[src/skt_pkg.sv]
// Shared types and codes for the sorted key table.
// No dependencies; imported by skt_cell and sorted_key_table_core.
package skt_pkg;

    localparam int KeyW = 32;
    localparam int IdxW = 6;
    localparam int OutW = 7;

    localparam logic [1:0] CMD_INSERT = 2'd0;
    localparam logic [1:0] CMD_READ   = 2'd1;
    localparam logic [1:0] CMD_REMOVE = 2'd2;

    localparam logic [1:0] ST_OK    = 2'd0;
    localparam logic [1:0] ST_FULL  = 2'd1;
    localparam logic [1:0] ST_DUP   = 2'd2;
    localparam logic [1:0] ST_RANGE = 2'd3;

    // Command broadcast from the controller to every cell.
    typedef struct packed {
        logic [KeyW-1:0] key;
        logic [IdxW-1:0] index;
        logic            ins_apply;
        logic            rem_apply;
    } t_cell_ctl;

endpackage

[src/skt_cell.sv]
// One slot of the sorted key table: holds a key and shifts with its neighbors.
// Depends on skt_pkg.
module skt_cell
    import skt_pkg::*;
#(
    parameter int IW = 6,
    parameter int CW = 7
) (
    input  logic            i_clk,
    input  t_cell_ctl       i_ctl,
    input  logic [CW-1:0]   i_used,
    input  logic [IW-1:0]   i_slot,
    input  logic [KeyW-1:0] i_prev_entry,
    input  logic            i_prev_lt,
    input  logic [KeyW-1:0] i_next_entry,
    output logic [KeyW-1:0] o_entry,
    output logic            o_lt,
    output logic            o_bound,
    output logic            o_hit,
    output logic [KeyW-1:0] o_read
);

    logic [KeyW-1:0] r_entry;
    logic [KeyW-1:0] n_entry;
    logic            slot_valid;
    logic            eq;
    logic            sel;
    logic            at_or_above;

    assign slot_valid  = {{CW{1'b0}}, i_slot} < {{IW{1'b0}}, i_used};
    assign o_lt        = slot_valid && (r_entry < i_ctl.key);
    assign eq          = slot_valid && (r_entry == i_ctl.key);
    // The first slot whose key is not below the new key is the insertion point.
    assign o_bound     = !o_lt && i_prev_lt;
    assign o_hit       = o_bound && eq;
    assign sel         = {{IdxW{1'b0}}, i_slot} == {{IW{1'b0}}, i_ctl.index};
    assign at_or_above = {{IdxW{1'b0}}, i_slot} >= {{IW{1'b0}}, i_ctl.index};
    assign o_read      = sel ? r_entry : '0;
    assign o_entry     = r_entry;

    always_comb begin
        n_entry = r_entry;
        if (i_ctl.ins_apply && !o_lt) begin
            n_entry = i_prev_lt ? i_ctl.key : i_prev_entry;
        end else if (i_ctl.rem_apply && at_or_above) begin
            n_entry = i_next_entry;
        end
    end

    always_ff @(posedge i_clk) begin
        r_entry <= n_entry;
    end

endmodule

[config.mk]
export PLATFORM = sky130hd
export DESIGN_NAME = skt_cell
export DESIGN_NICKNAME = d
export VERILOG_FILES = /design/src/skt_pkg.sv /design/src/skt_cell.sv
export SDC_FILE = /design/constraint.sdc
export NUM_CORES = 1
export LEC_CHECK = 0
export BUFFER_PORTS_ARGS = -buffer_cell sky130_fd_sc_hd__buf_2
export CORE_AREA = 2 2 85 87
export CTS_CLUSTER_SIZE = 14
export DETAILED_ROUTE_END_ITERATION = 16
export DIE_AREA = 0 0 87 89
export GPL_ROUTABILITY_DRIVEN = 0
export GPL_TIMING_DRIVEN = 0
export PLACE_DENSITY_LB_ADDON = 0.1
export SYNTH_ARGS = -nofsm -noshare
export SYNTH_HDL_FRONTEND = slang
export SYNTH_SLANG_ARGS = --single-unit
[constraint.sdc]
create_clock -name i_clk -period 6.65 [get_ports i_clk]
set_input_delay 0.3325 -clock i_clk [delete_from_list [all_inputs] [get_ports i_clk]]
set_output_delay 0.3325 -clock i_clk [all_outputs]
set_load 0.02 [all_outputs]
* Word level (Yosys, flattened, before mapping)
Cells that the tools add are included.
** Word-level totals
- Register bits after elaboration :: 32
- Latch bits :: 0
- Memory bits (writable) :: 0
- Bits in read-only memories :: 0
- Memories kept :: 0
** Cells by class
- Add/sub/neg operators :: 0
- $mul :: 0
- Divide/modulo/power cells :: 0
- Order comparisons :: 3
- Equal/unequal tests :: 2
- Shift operators :: 0
- Multiplexer cells :: 4
- Bitwise logic cells :: 0
- Reduce and logical (&&, ||, !) cells :: 8
** Operators by type and width (number)
- $mux W32 :: 4
- $eq A32 B32 Y1 :: 1
- $lt A32 B32 Y1 :: 1
- $lt A6 B7 Y1 :: 1
- $eq A6 B6 Y1 :: 1
- $ge A6 B6 Y1 :: 1
- $logic_and A1 B1 Y1 :: 6
- $reduce_bool A2 Y1 :: 1
- $logic_not A1 Y1 :: 1

* Longest topological paths before layout
- Depth in word-level cells :: 5
- Depth in mapped cells :: 9

* Least setup slack after synthesis
OpenSTA, ideal clock, no wires.
- Path kind :: register to register
- Start point :: register r_entry[14] (netlist: o_entry[14])
- End point :: register r_entry[0] (netlist: o_entry[0]), enable pin
- Library setup time :: 0.387 ns
- Arrival :: 2.649 ns
- Required time :: 6.263 ns
- Setup slack :: 3.614 ns
- Cell stages (with the launch flop) :: 9
- Cells stage by stage :: edfxtp_1 ha_1 nand4_2 nor4_4 o21ai_2 a31oi_4 o21ai_4 buf_6 a21bo_1
** On the way
- Cells in the longest elaborated chain, start to end :: 5
** Ends and longest elaborated chain
- start: declaration :: line skt_cell.sv:23 : logic [KeyW-1:0] r_entry;
- start signal: assignment :: line skt_cell.sv:51 : r_entry <= n_entry;
- $lt A32 B32 Y1 :: line skt_cell.sv:31 : assign o_lt = slot_valid && (r_entry < i_ctl.key);
- $logic_and A1 B1 Y1 :: line skt_cell.sv:31
- $logic_not A1 Y1 :: line skt_cell.sv:43 : if (i_ctl.ins_apply && !o_lt) begin
- $logic_and A1 B1 Y1 :: line skt_cell.sv:43
- $reduce_bool A2 Y1 (no source line)
No other way between the ends.
A chain may end at the register's enable or synchronous reset.

* Final worst setup path
- Start point :: register r_entry[31] (netlist: o_entry[31])
- End point :: register r_entry[18] (netlist: o_entry[18]), enable pin
The elaborated chain is that of the path after synthesis.

==> run metrics <==
cts-stage hold buffer count 0; final core occ 0.646; CTS H-tree depth 2; Final nets 652; post-synthesis mux area share 0.256; Layout area overhead 34.0%; Worst Tran Pin Value between 1 and 1.5 ns; cell area after layout 0.00434 mm^2; Metal-1 WL 3430 um; vias in the first global route around 2700; Top Ports 186; max-slew violations 0; final WL 8190 um; complex-gate fraction of the synthesized area 0.0788; cells after synthesis roughly 300; share of post-route cells with drive strength above 1 0.536; Clock Latency Late Sink 0.28 ns; setup ws final 3.25 ns; IO buf count 184; DRT Pass-1 Iters 4; CP Cell Sequence ha_1 -> nand4_1 -> nor3_1 -> nand3_1 -> a31oi_4 -> o21ai_4 -> buf_6 -> a21bo_1; CP arrival 3.30 ns; Worst setup EP type register; TritonCTS clock tree built; postcts setup bufs 0; Worst VDD drop 0.0982 mV; Starting Density 0.482; xor/xnor share of the synthesized area 0; Die X 87 um; number of diodes 0; global route overflow 0; WL/cell roughly 14 um; Seq cells post-synth 32; clk root buf clkbuf_8; Max Cap Viol 0; Post-Syn Area 0.00324 mm^2; first-pass GRT wire length 12600 um; Core ar. 0.00672 mm^2; FF-to-FF setup slack roughly 3.2 ns; outcome finished clean; placed cell area approximately 0.0043 mm^2; Max Fclk approximately 300 MHz; height of the die a little under 90 um; cts bufs inserted 5; Max Root-Sink Buffers 2; Worst Path Required ~6.6 ns; post-DP HPWL 6790 um; via/cell ratio about 5.0; net count after synthesis 461; Power per Cell Area 176 mW/mm^2; Synth Area in Simple Gates 0.134; Critical Setup Path Class reg2reg; Hold Path Class in2reg; count of final hold-check violations 0; Worst slew margin 0.130; Worst Clk Skew 0.00183 ns; dpl ws approximately 3 ns; Startpoint Class register; Final min period 3.40 ns; number of flip-flops in the largest register 32; Clock transition at path regs 0.07 ns; setup TNS 0 ns; Synth cell types 34; most frequent cells in the layout 184 x buf_2, 43 x inv_1, 43 x ha_1, 35 x mux2_2, 32 x edfxtp_1; FP Rows 30; Syn Area/Cell 10.8 um^2; WL met2 approximately 4200 um; Final setup viols 0; largest family of logic cells by synthesized area multiplexers; synth warn 0; Static Leak around 2.4 nW; DR DRC count 0; Routed met3 length 499 um; post-cts resize count 0; CTS Sinks 32; Final ANT Viol Nets 0; initial antenna violation count 0; CP max stage cell a21bo_1; CP Max Fanout 32; DIE AREA 0.00774 mm^2; post-synthesis sequential area ratio 0.297; Final Cycle Share 0.511; GRT Overall Usage 0.209; Synth Area in Adders 0.166; most common cell after layout, fill and taps aside buf_2; pin count of the biggest net entering global routing 33; Starting DRT DRC Count 41; Vias 2855; uppermost layer routed met4; CP max stage delay 1.06 ns; unrepaired setup endpoints after global routing false
[per-layer routing]
layer	vias up	track usage
met2	113	0.378
met3	10	0.0360
met5	-	0
met1	1287	0.254
met4	0	0.0611
li1	1445	-
[layout make-up]
class                      count  area (um^2)
tap                           80          100
clock buffer                   7         76.3
timing repair buffer         184          921
clock inverter                 1         3.75
buffer                        10         60.1
inverter                      43          161
fill                         561         2380
sequential                    32          961
multi-input combinational    214         2060
[kinds of logic after synthesis]
group | count (synthesis)
muxes | 64
buffers and inverters | 53
AOI/OAI and AO/OA | 35
DFF | 32
and+or+nand+nor | 72
adders and majority gates | 43
[power breakdown]
part / switching [mW] / leakage [nW] / total [mW] / internal [mW]
logic: 0.173 / 2.05 / 0.329 / 0.156
registers: 0.0214 / 0.309 / 0.289 / 0.267
clock network: 0.0740 / 0.0399 / 0.147 / 0.0729
total: 0.269 / 2.39 / 0.765 / 0.496
[through the flow]
stage | total power, mW | hold WS [ns] | instances
floorplan | 0.513 | 0.550 | 299
global placement | 0.617 | 0.633 | 563
detailed placement | 0.626 | 0.636 | 563
CTS | 0.774 | 0.337 | 571
global route | 0.815 | 0.339 | 571
finish | 0.765 | 0.345 | 571
[critical path, delay by kind of cell, from the launching register on]
kind,cells,cell delay (ns)
adders and majority gates,1,0.34
and+or+nand+nor,3,0.65
AOI/OAI and AO/OA,3,1.41
DFF,1,0.41
buffers and inverters,1,0.18
[path summary, 6_finish.rpt]
path	to	cells after the start	from
max reg2reg	o_entry[18]	8	o_entry[31]
max	o_entry[18]	8	o_entry[31]
min	o_entry[21]	2	i_next_entry[21]
min reg2reg	o_entry[0]	5	o_entry[15]
[Yosys cell counts, drive strengths merged]
master	count	area share
mux2	64	0.26
and2	31	0.060
clkbuf	6	0.0070
o211a	1	0.0031
nand3	8	0.012
nor4b	1	0.0027
and3	1	0.0019
ha	43	0.17
nor4	1	0.0066
edfxtp	32	0.30
and4	1	0.0027
inv	43	0.050
buf	4	0.012
nor2	5	0.0058
a21o	5	0.012
a21boi	1	0.0023
nand2	9	0.010
a31oi	2	0.0085
nand2b	2	0.0039
nand4	7	0.015
a221oi	2	0.0093
nor2b	3	0.0058
a21bo	1	0.0031
o31ai	1	0.0023
o21ai	7	0.015
and4b	1	0.0031
a21oi	15	0.023
nor3	2	0.0031
Note: power is estimated with default switching activity, not from simulation.
